[src/rpg_pkg.sv]
package rpg_pkg;

   localparam int COORD_W    = 12;
   localparam int SZ_W       = 13;
   localparam int CH_W       = 8;
   localparam int ADDR_W     = 24;
   localparam int QUOT_W     = 8;
   localparam int SEC_W      = 2;
   localparam int NUM_CH     = 3;
   localparam int NUM_LANES  = 2;
   localparam int CSR_ADDR_W = 2;
   localparam int MAX_SIZE_DEF = 4096;
   localparam logic [SZ_W-1:0] SIZE_RESET = 13'd256;

   localparam logic [CSR_ADDR_W-1:0] CSR_FRAME_WIDTH  = 2'd0;
   localparam logic [CSR_ADDR_W-1:0] CSR_FRAME_HEIGHT = 2'd1;
   localparam logic [CSR_ADDR_W-1:0] CSR_ROW_PITCH    = 2'd2;

   localparam int LANE_ROW = 0;
   localparam int LANE_COL = 1;

   typedef struct packed {
      logic [SZ_W-1:0] width;
      logic [SZ_W-1:0] height;
      logic [SZ_W-1:0] pitch;
   } cfg_type;

   // per-item data that rides along with the divider lanes
   typedef struct packed {
      logic                outside;
      logic [SEC_W-1:0]    sec;
      logic [ADDR_W-1:0]   prod;
      logic [COORD_W-1:0]  col;
   } side_type;

   typedef struct packed {
      logic                oor;
      logic [ADDR_W-1:0]   addr;
      logic [CH_W-1:0]     blue;
      logic [CH_W-1:0]     green;
      logic [CH_W-1:0]     red;
   } rsp_type;

   // anchor colors: red, yellow, cyan, magenta; channel 0 red, 1 green, 2 blue
   function automatic logic [CH_W-1:0] anchor_chan(input logic [SEC_W-1:0] sec,
                                                   input logic [1:0] ch);
      logic [3:0] mask;
      case (sec)
         2'd0:    mask = 4'b0001;
         2'd1:    mask = 4'b0011;
         2'd2:    mask = 4'b0110;
         default: mask = 4'b0101;
      endcase
      return mask[ch] ? {CH_W{1'b1}} : {CH_W{1'b0}};
   endfunction

endpackage

[src/rpg_front.sv]
module rpg_front (
   input  logic                          clock,
   input  logic                          reset,
   input  logic                          ce,
   input  rpg_pkg::cfg_type              cfg,
   input  logic                          in_valid,
   input  logic [rpg_pkg::COORD_W-1:0]   col,
   input  logic [rpg_pkg::COORD_W-1:0]   row,
   output logic                          out_valid,
   output logic [rpg_pkg::NUM_LANES-1:0][rpg_pkg::SZ_W-1:0] num,
   output logic [rpg_pkg::NUM_LANES-1:0][rpg_pkg::SZ_W-1:0] den,
   output rpg_pkg::side_type             side
);
   import rpg_pkg::*;

   logic [SZ_W-1:0]   col_x, row_x;
   logic [SZ_W-1:0]   b1, b2, b3, start, next;
   logic [SZ_W+1:0]   three_h;
   logic [SEC_W-1:0]  sec;
   logic              valid_ff;
   logic [NUM_LANES-1:0][SZ_W-1:0] num_ff, den_ff, num_in, den_in;
   side_type          side_ff, side_in;

   always_comb begin
      col_x   = {1'b0, col};
      row_x   = {1'b0, row};
      b1      = {2'b00, cfg.height[SZ_W-1:2]};
      b2      = {1'b0, cfg.height[SZ_W-1:1]};
      three_h = {2'b00, cfg.height} + {1'b0, cfg.height, 1'b0};
      b3      = three_h[SZ_W+1:2];
      // highest section whose start is at or below the row
      if (row_x >= b3) begin
         sec = 2'd3; start = b3; next = cfg.height;
      end else if (row_x >= b2) begin
         sec = 2'd2; start = b2; next = b3;
      end else if (row_x >= b1) begin
         sec = 2'd1; start = b1; next = b2;
      end else begin
         sec = 2'd0; start = '0; next = b1;
      end
      num_in[LANE_ROW] = row_x - start;
      den_in[LANE_ROW] = next - start;
      num_in[LANE_COL] = col_x;
      den_in[LANE_COL] = cfg.width;
      side_in.outside  = (col_x >= cfg.width) || (row_x >= cfg.height);
      side_in.sec      = sec;
      side_in.prod     = {{(ADDR_W-COORD_W){1'b0}}, row} *
                         {{(ADDR_W-SZ_W){1'b0}}, cfg.pitch};
      side_in.col      = col;
   end

   always_ff @(posedge clock) begin
      if (reset) begin
         valid_ff <= 1'b0;
      end else if (ce) begin
         valid_ff <= in_valid;
      end
   end

   always_ff @(posedge clock) begin
      if (ce) begin
         num_ff  <= num_in;
         den_ff  <= den_in;
         side_ff <= side_in;
      end
   end

   assign out_valid = valid_ff;
   assign num       = num_ff;
   assign den       = den_ff;
   assign side      = side_ff;

endmodule

[src/rpg_div_pipe.sv]
module rpg_div_pipe (
   input  logic                          clock,
   input  logic                          reset,
   input  logic                          ce,
   input  logic                          in_valid,
   input  logic [rpg_pkg::NUM_LANES-1:0][rpg_pkg::SZ_W-1:0] num,
   input  logic [rpg_pkg::NUM_LANES-1:0][rpg_pkg::SZ_W-1:0] den,
   input  rpg_pkg::side_type             side_i,
   output logic                          out_valid,
   output logic [rpg_pkg::NUM_LANES-1:0][rpg_pkg::QUOT_W-1:0] quo,
   output rpg_pkg::side_type             side_o
);
   import rpg_pkg::*;

   localparam int NS = QUOT_W;

   // one quotient bit per stage; numerator is num*2^QUOT_W with num < den
   logic [NS-1:0][NUM_LANES-1:0][SZ_W-1:0]   rem_ff, rem_in, den_ff, den_in;
   logic [NS-1:0][NUM_LANES-1:0][QUOT_W-1:0] quo_ff, quo_in;
   logic [NS-1:0]                            valid_ff, valid_in;
   side_type                                 side_ff [NS];
   side_type                                 side_in [NS];

   always_comb begin
      logic [SZ_W:0]   trial;
      logic [SZ_W-1:0] rem_prev, den_prev;
      logic [QUOT_W-1:0] quo_prev;
      for (int s = 0; s < NS; s++) begin
         valid_in[s] = (s == 0) ? in_valid : valid_ff[s-1];
         side_in[s]  = (s == 0) ? side_i   : side_ff[s-1];
         for (int l = 0; l < NUM_LANES; l++) begin
            rem_prev = (s == 0) ? num[l] : rem_ff[s-1][l];
            den_prev = (s == 0) ? den[l] : den_ff[s-1][l];
            quo_prev = (s == 0) ? '0     : quo_ff[s-1][l];
            trial = {rem_prev, 1'b0};
            den_in[s][l] = den_prev;
            if (trial >= {1'b0, den_prev}) begin
               rem_in[s][l] = SZ_W'(trial - {1'b0, den_prev});
               quo_in[s][l] = {quo_prev[QUOT_W-2:0], 1'b1};
            end else begin
               rem_in[s][l] = trial[SZ_W-1:0];
               quo_in[s][l] = {quo_prev[QUOT_W-2:0], 1'b0};
            end
         end
      end
   end

   always_ff @(posedge clock) begin
      if (reset) begin
         valid_ff <= '0;
      end else if (ce) begin
         valid_ff <= valid_in;
      end
   end

   always_ff @(posedge clock) begin
      if (ce) begin
         rem_ff  <= rem_in;
         den_ff  <= den_in;
         quo_ff  <= quo_in;
         side_ff <= side_in;
      end
   end

   assign out_valid = valid_ff[NS-1];
   assign quo       = quo_ff[NS-1];
   assign side_o    = side_ff[NS-1];

endmodule

[src/rpg_shade.sv]
module rpg_shade (
   input  logic                          clock,
   input  logic                          reset,
   input  logic                          ce,
   input  logic                          in_valid,
   input  logic [rpg_pkg::NUM_LANES-1:0][rpg_pkg::QUOT_W-1:0] quo,
   input  rpg_pkg::side_type             side,
   output logic                          out_valid,
   output rpg_pkg::rsp_type              rsp
);
   import rpg_pkg::*;

   logic [CH_W-1:0]   wt, lum, wt2_in;
   logic [CH_W-2:0]   lum_off;
   logic [2*CH_W-1:0] mix_a, mix_b;
   logic [NUM_CH-1:0][CH_W-1:0] row_in;
   logic [NUM_CH-1:0][CH_W-1:0] shade_in;
   logic [CH_W-1:0]   tone;

   logic              valid_a_ff, valid_b_ff;
   logic [NUM_CH-1:0][CH_W-1:0] row_a_ff;
   logic [CH_W-1:0]   wt2_a_ff;
   logic              dark_a_ff, oor_a_ff;
   logic [ADDR_W-1:0] addr_a_ff, addr_in;
   rsp_type           rsp_b_ff, rsp_in;

   // stage a: hue blend between adjacent anchors, brightness weight
   always_comb begin
      wt  = quo[LANE_ROW];
      lum = quo[LANE_COL];
      for (int c = 0; c < NUM_CH; c++) begin
         mix_a = {{CH_W{1'b0}}, anchor_chan(side.sec, 2'(c))} * {{CH_W{1'b0}}, ~wt} +
                 {{CH_W{1'b0}}, anchor_chan(side.sec + 2'd1, 2'(c))} *
                 {{CH_W{1'b0}}, wt};
         row_in[c] = mix_a[2*CH_W-1:CH_W];
      end
      // v*255/127 is 2v, plus one at v = 127
      lum_off = lum[CH_W-1] ? lum[CH_W-2:0] : ~lum[CH_W-2:0];
      wt2_in  = {lum_off, 1'b0} + {{(CH_W-1){1'b0}}, &lum_off};
      addr_in = side.prod + {{(ADDR_W-COORD_W){1'b0}}, side.col};
   end

   // stage b: blend toward black or white; out-of-range items give black
   always_comb begin
      tone = dark_a_ff ? {CH_W{1'b0}} : {CH_W{1'b1}};
      for (int c = 0; c < NUM_CH; c++) begin
         mix_b = {{CH_W{1'b0}}, row_a_ff[c]} * {{CH_W{1'b0}}, ~wt2_a_ff} +
                 {{CH_W{1'b0}}, tone} * {{CH_W{1'b0}}, wt2_a_ff};
         shade_in[c] = oor_a_ff ? {CH_W{1'b0}} : mix_b[2*CH_W-1:CH_W];
      end
      rsp_in.red   = shade_in[0];
      rsp_in.green = shade_in[1];
      rsp_in.blue  = shade_in[2];
      rsp_in.addr  = addr_a_ff;
      rsp_in.oor   = oor_a_ff;
   end

   always_ff @(posedge clock) begin
      if (reset) begin
         valid_a_ff <= 1'b0;
         valid_b_ff <= 1'b0;
      end else if (ce) begin
         valid_a_ff <= in_valid;
         valid_b_ff <= valid_a_ff;
      end
   end

   always_ff @(posedge clock) begin
      if (ce) begin
         row_a_ff  <= row_in;
         wt2_a_ff  <= wt2_in;
         dark_a_ff <= ~lum[CH_W-1];
         oor_a_ff  <= side.outside;
         addr_a_ff <= addr_in;
         rsp_b_ff  <= rsp_in;
      end
   end

   assign out_valid = valid_b_ff;
   assign rsp       = rsp_b_ff;

endmodule

[src/rpg_out_skid.sv]
module rpg_out_skid (
   input  logic             clock,
   input  logic             reset,
   input  logic             in_valid,
   input  rpg_pkg::rsp_type in_data,
   output logic             in_ready,
   output logic             out_valid,
   output rpg_pkg::rsp_type out_data,
   input  logic             out_ready
);
   import rpg_pkg::*;

   logic    main_vld_ff, skid_vld_ff;
   rsp_type main_ff, skid_ff;

   always_ff @(posedge clock) begin
      if (reset) begin
         main_vld_ff <= 1'b0;
         skid_vld_ff <= 1'b0;
      end else if (skid_vld_ff) begin
         if (out_ready) begin
            skid_vld_ff <= 1'b0;
         end
      end else if (in_valid) begin
         if (main_vld_ff && !out_ready) begin
            skid_vld_ff <= 1'b1;
         end else begin
            main_vld_ff <= 1'b1;
         end
      end else if (out_ready) begin
         main_vld_ff <= 1'b0;
      end
   end

   always_ff @(posedge clock) begin
      if (skid_vld_ff) begin
         if (out_ready) begin
            main_ff <= skid_ff;
         end
      end else if (in_valid) begin
         if (main_vld_ff && !out_ready) begin
            skid_ff <= in_data;
         end else begin
            main_ff <= in_data;
         end
      end
   end

   // pipeline holds while the spare slot is occupied
   assign in_ready  = ~skid_vld_ff;
   assign out_valid = main_vld_ff;
   assign out_data  = main_ff;

endmodule

[src/rainbow_palette_pixel_generator_top.sv]
// path: a req item passes the front, divider, shade a, shade b and skid main registers
// rate: one item per clock unless held; 12 register stages, 8 a one-bit-per-stage divider
// stall: an output skid slot absorbs one item, then the whole pipeline holds
// reset: synchronous, clears all valid bits and loads 256 into the three size registers
module rainbow_palette_pixel_generator_top #(
   parameter int MAX_SIZE = rpg_pkg::MAX_SIZE_DEF
) (
   input  logic                            clock,
   input  logic                            reset,
   input  logic                            req_tvalid,
   output logic                            req_tready,
   input  logic [23:0]                     req_tdata,  // column, row
   output logic                            rsp_tvalid,
   input  logic                            rsp_tready,
   output logic [47:0]                     rsp_tdata,  // red, green, blue, pixel_address
   output logic                            rsp_tuser,  // out_of_range
   input  logic                            csr_we,
   input  logic [rpg_pkg::CSR_ADDR_W-1:0]  csr_addr,
   input  logic [rpg_pkg::SZ_W-1:0]        csr_wdata
);
   import rpg_pkg::*;

   cfg_type         cfg_ff;
   logic [SZ_W-1:0] size_in;
   logic            ce;

   logic            fr_valid, dv_valid, sh_valid;
   logic [NUM_LANES-1:0][SZ_W-1:0]   fr_num, fr_den;
   logic [NUM_LANES-1:0][QUOT_W-1:0] dv_quo;
   side_type        fr_side, dv_side;
   rsp_type         sh_rsp, out_rsp;

   assign size_in = (32'(csr_wdata) > MAX_SIZE) ? SZ_W'(MAX_SIZE) : csr_wdata;

   always_ff @(posedge clock) begin
      if (reset) begin
         cfg_ff.width  <= SIZE_RESET;
         cfg_ff.height <= SIZE_RESET;
         cfg_ff.pitch  <= SIZE_RESET;
      end else if (csr_we) begin
         case (csr_addr)
            CSR_FRAME_WIDTH:  cfg_ff.width  <= size_in;
            CSR_FRAME_HEIGHT: cfg_ff.height <= size_in;
            CSR_ROW_PITCH:    cfg_ff.pitch  <= size_in;
            default: ;
         endcase
      end
   end

   assign req_tready = ce;

   rpg_front u_front (
      .clock     (clock),
      .reset     (reset),
      .ce        (ce),
      .cfg       (cfg_ff),
      .in_valid  (req_tvalid),
      .col       (req_tdata[11:0]),
      .row       (req_tdata[23:12]),
      .out_valid (fr_valid),
      .num       (fr_num),
      .den       (fr_den),
      .side      (fr_side)
   );

   rpg_div_pipe u_div (
      .clock     (clock),
      .reset     (reset),
      .ce        (ce),
      .in_valid  (fr_valid),
      .num       (fr_num),
      .den       (fr_den),
      .side_i    (fr_side),
      .out_valid (dv_valid),
      .quo       (dv_quo),
      .side_o    (dv_side)
   );

   rpg_shade u_shade (
      .clock     (clock),
      .reset     (reset),
      .ce        (ce),
      .in_valid  (dv_valid),
      .quo       (dv_quo),
      .side      (dv_side),
      .out_valid (sh_valid),
      .rsp       (sh_rsp)
   );

   rpg_out_skid u_skid (
      .clock     (clock),
      .reset     (reset),
      .in_valid  (sh_valid & ce),
      .in_data   (sh_rsp),
      .in_ready  (ce),
      .out_valid (rsp_tvalid),
      .out_data  (out_rsp),
      .out_ready (rsp_tready)
   );

   assign rsp_tdata = {out_rsp.addr, out_rsp.blue, out_rsp.green, out_rsp.red};
   assign rsp_tuser = out_rsp.oor;

endmodule
[config.mk]
export PLATFORM = sky130hd
export DESIGN_NAME = rainbow_palette_pixel_generator_top
export DESIGN_NICKNAME = d
export VERILOG_FILES = /design/src/rpg_pkg.sv /design/src/rpg_front.sv /design/src/rpg_div_pipe.sv /design/src/rpg_shade.sv /design/src/rpg_out_skid.sv /design/src/rainbow_palette_pixel_generator_top.sv
export SDC_FILE = /design/constraint.sdc
export NUM_CORES = 2
export LEC_CHECK = 0
export ABC_CLOCK_PERIOD_IN_PS = 23000
export BUFFER_PORTS_ARGS = -buffer_cell sky130_fd_sc_hd__buf_4
export CORE_MARGIN = 4
export CORE_UTILIZATION = 30
export CTS_BUF_LIST = sky130_fd_sc_hd__clkbuf_4 sky130_fd_sc_hd__clkbuf_8
export DETAILED_ROUTE_END_ITERATION = 8
export PLACE_DENSITY = 0.43
export RECOVER_POWER = 100
export SYNTH_ARGS = -nofsm -noshare
export SYNTH_HDL_FRONTEND = slang
export SYNTH_HIERARCHICAL = 1
export SYNTH_SLANG_ARGS = --single-unit
[constraint.sdc]
create_clock -name clock -period 23 [get_ports clock]
set_clock_uncertainty 0.05 [all_clocks]
set_input_delay 6.9 -clock clock [delete_from_list [all_inputs] [get_ports clock]]
set_output_delay 6.9 -clock clock [all_outputs]
set_load 0.01 [all_outputs]
==> impl_results.md <==
- Fin Setup TNS: 0 ps
- Ports: 95
- Largest net degree at the start of global routing: 162
- Synth Cell Area: 0.0729 mm2
- Post-route DRC: 0
- Cells after synthesis: 6177
- Outcome: finished with violations
- Fin. Hold Viols: 0
- Post-synthesis compound-gate area fraction: 0.0880
- Ys async rst share: 0
- Nets: 7548
- TritonCTS clock tree: done
- Die area: 0.251 mm2
- Simple-gate portion of the synthesized area: 0.0886
- Critical Path RT: 23300 ps
- Max-slew violations: 1133
- CP startpoint kind: flop
- Post-CTS setup buffers: 0
- Unrepaired setup endpoints after global routing: false
- YS warnings: 6
- GR Overflow Total: 0
- Detailed Route Iter0 Violations: 1828
- H-tree Lvls: 4
- Post-synth EDFFs: 1031
- Input/output buffers: 94
- Antenna Nets Post-Route: 0
- Num CTS Buffers: 196
- GRT Total Usage: 0.122
- Synth top area share: 0.425
- Layout area overhead: 10.5%
- Final min period: 13570 ps
- Fmax: 73.7 MHz
- Core footprint: 0.241 mm2
- Max Cap Violations: 20
- Initial core utilization: 0.302
- Top cells by count, synth: edfxtp_1 (1031), inv_1 (1029), ha_1 (669), fa_1 (513), nand2_1 (336)
- Critical Path AT: 13870 ps
- Share of cells above drive strength 1: 0.0815
- Row cnt: 180
- First-pass GRT wire length: 247000 um
- Mux cell area share after synthesis: 0.0308
- CTS Hold Buffers Added: 0
- Cts repair resizes: 0
- Most instantiated library cell after synthesis: edfxtp_1
- Worst path slowest cell: clkbuf_1
- CTS root buf: clkbuf_8
- Tcrit/Tclk final: 0.590
- Post-synthesis adder-cell area fraction: 0.256
- Hold Crit Class: flop to flop
- Largest family of logic cells by synthesized area: adder cells
- Met1 usage: 0.165
- Antenna violations before repair: 10
- Worst slew pin tran: 7830 ps
- Critical path capture point type: flop
- WS Path Type: flop to flop
- Drt wl/cell: 15.8 um
- Fin util: 0.334
- Total iterations of the first detailed-routing run: 6
- Clock Sink Count: 1083
- Top cell type by total area after synthesis: edfxtp_1
- Netlist cell types: 105
- Clk slew on worst S/H paths: 60 ps
- Primary FF master, synth: edfxtp_1
- Failing checks: capacitance limit, slew limit
- DP Wirelength: 116000 um
- Vias in the first global route: 45236
- Most used cell, CP: clkbuf_1
- Die Ht: 501 um
- # setup viols final: 0
- Vias post-DR: 43275
- Worst-Skew Late Latency: 950 ps
- DRT Wirelength: 153000 um
- Worst Path Max Fanout: 140
- Syn Nets: 7403
- Critical path, cell by cell: clkinvlp_2 > clkbuf_1 > clkbuf_1 > clkbuf_1
- Die extent in x: 501 um
- Syn avg cell area: 11.8 um2
- Placer Congestion: 0.796
- Seq cells post-synth: 1083
- Sequential-to-total area share from yosys stat: 0.439
- Worst slew margin: -4.22
- Bufs on Longest Clock Path: 3
- GRT met2 Usage: 0.200
- Top cells by area, synth: edfxtp_1 (42%), fa_1 (14%), ha_1 (11%), inv_1 (5.3%), a21oi_1 (2.1%)
- Via/cell ratio: 4.47
- Most Used Layer, Global Route: met2
- Slowest stage delay, CP: 5420 ps
- GR Layer Usage met3: 0.0212
- Xor and xnor area share after synthesis: 0.0291
-- sequential cells by signal (all words and copies together) (netlist names), 8 cells and up --
name and count:
u_shade/addr_a_ff 24, u_skid/skid_ff 49, u_div/quo 16, u_front/num 25, u_front/den 26, u_div/side_ff 273, u_shade/rsp 49, u_div/rem_ff 182
u_front/side 27, u_shade/wt2_a_ff 8, u_skid/out_data 49, u_div/valid_ff 8, u_div/side_o 39, u_shade/row_a_ff 24, u_div/den_ff 182, u_div/quo_ff 56
cfg_ff 39
-- cell type report --
type / instances / area (um2)
diodes: 13 / 32.5
fillers: 24148 / 161000
flip-flops and latches: 1083 / 32000
clock buffers: 265 / 3250
clock inverters: 101 / 1060
well taps: 3185 / 3990
inverters: 1031 / 3870
repair buffers: 128 / 647
multi-input cells: 3882 / 35700
-- placed cells by master, fill, tap and decap left out, types with 71 or more instances in the layout --
cell type	instances
edfxtp_1	1031
inv_1	1029
ha_1	669
fa_1	513
nand2_1	336
nor2_1	305
a21oi_1	304
clkbuf_8	201
nor2b_1	199
o21ai_0	182
xnor2_1	145
nand2b_1	124
o21a_1	99
xor2_1	95
clkbuf_1	87
and2_1	78
mux2_2	75
mux2_1	71
-- kinds of logic after synthesis --
group / count (synthesis)
other: 1
adders and majority gates: 1182
buffers and inverters: 1212
AOI/OAI and AO/OA: 972
muxes: 187
DFF: 1083
and+or+nand+nor: 1299
xor gates and xnor gates: 241
-- critical path: cells and delay by family, from the launching register on --
family | cells | cell delay (ps)
buf+inv | 4 | 12240
flops | 1 | 310
-- worst paths after layout --
kind / start / end / cells after the start / slack [ps]
setup reg to reg: u_skid/skid_vld_ff$_SDFF_PP0_ / u_div/den_ff[166]$_DFFE_PP_ / 4 / 9430
hold / removal: u_div/quo_ff[105]$_DFFE_PP_ / u_div/quo[10]$_DFFE_PP_ / 0 / 320
setup / recovery: u_skid/skid_vld_ff$_SDFF_PP0_ / u_div/den_ff[166]$_DFFE_PP_ / 4 / 9430
hold reg to reg: u_div/quo_ff[105]$_DFFE_PP_ / u_div/quo[10]$_DFFE_PP_ / 0 / 320
-- layer usage --
layer  up-vias  wire, um
met2       601     72200
met5         -         0
met3       234      5230
li1      21335         -
met4         0      3580
met1     21105     72000
-- metrics by stage --
stage	area [um2]	setup WS, ps	hold slack (ps)	std cells
final	80500	9430	324	9688
after global routing	80500	7700	326	9685
after CTS	81100	11850	325	9675
after detailed placement	76700	10750	355	9309
after global placement	76700	10730	350	9309
after floorplan	72900	5460	350	6177
Power is left out: the tool's default activity adds up to more than one toggle a clock period on the data nets, which glitch-free logic cannot reach.
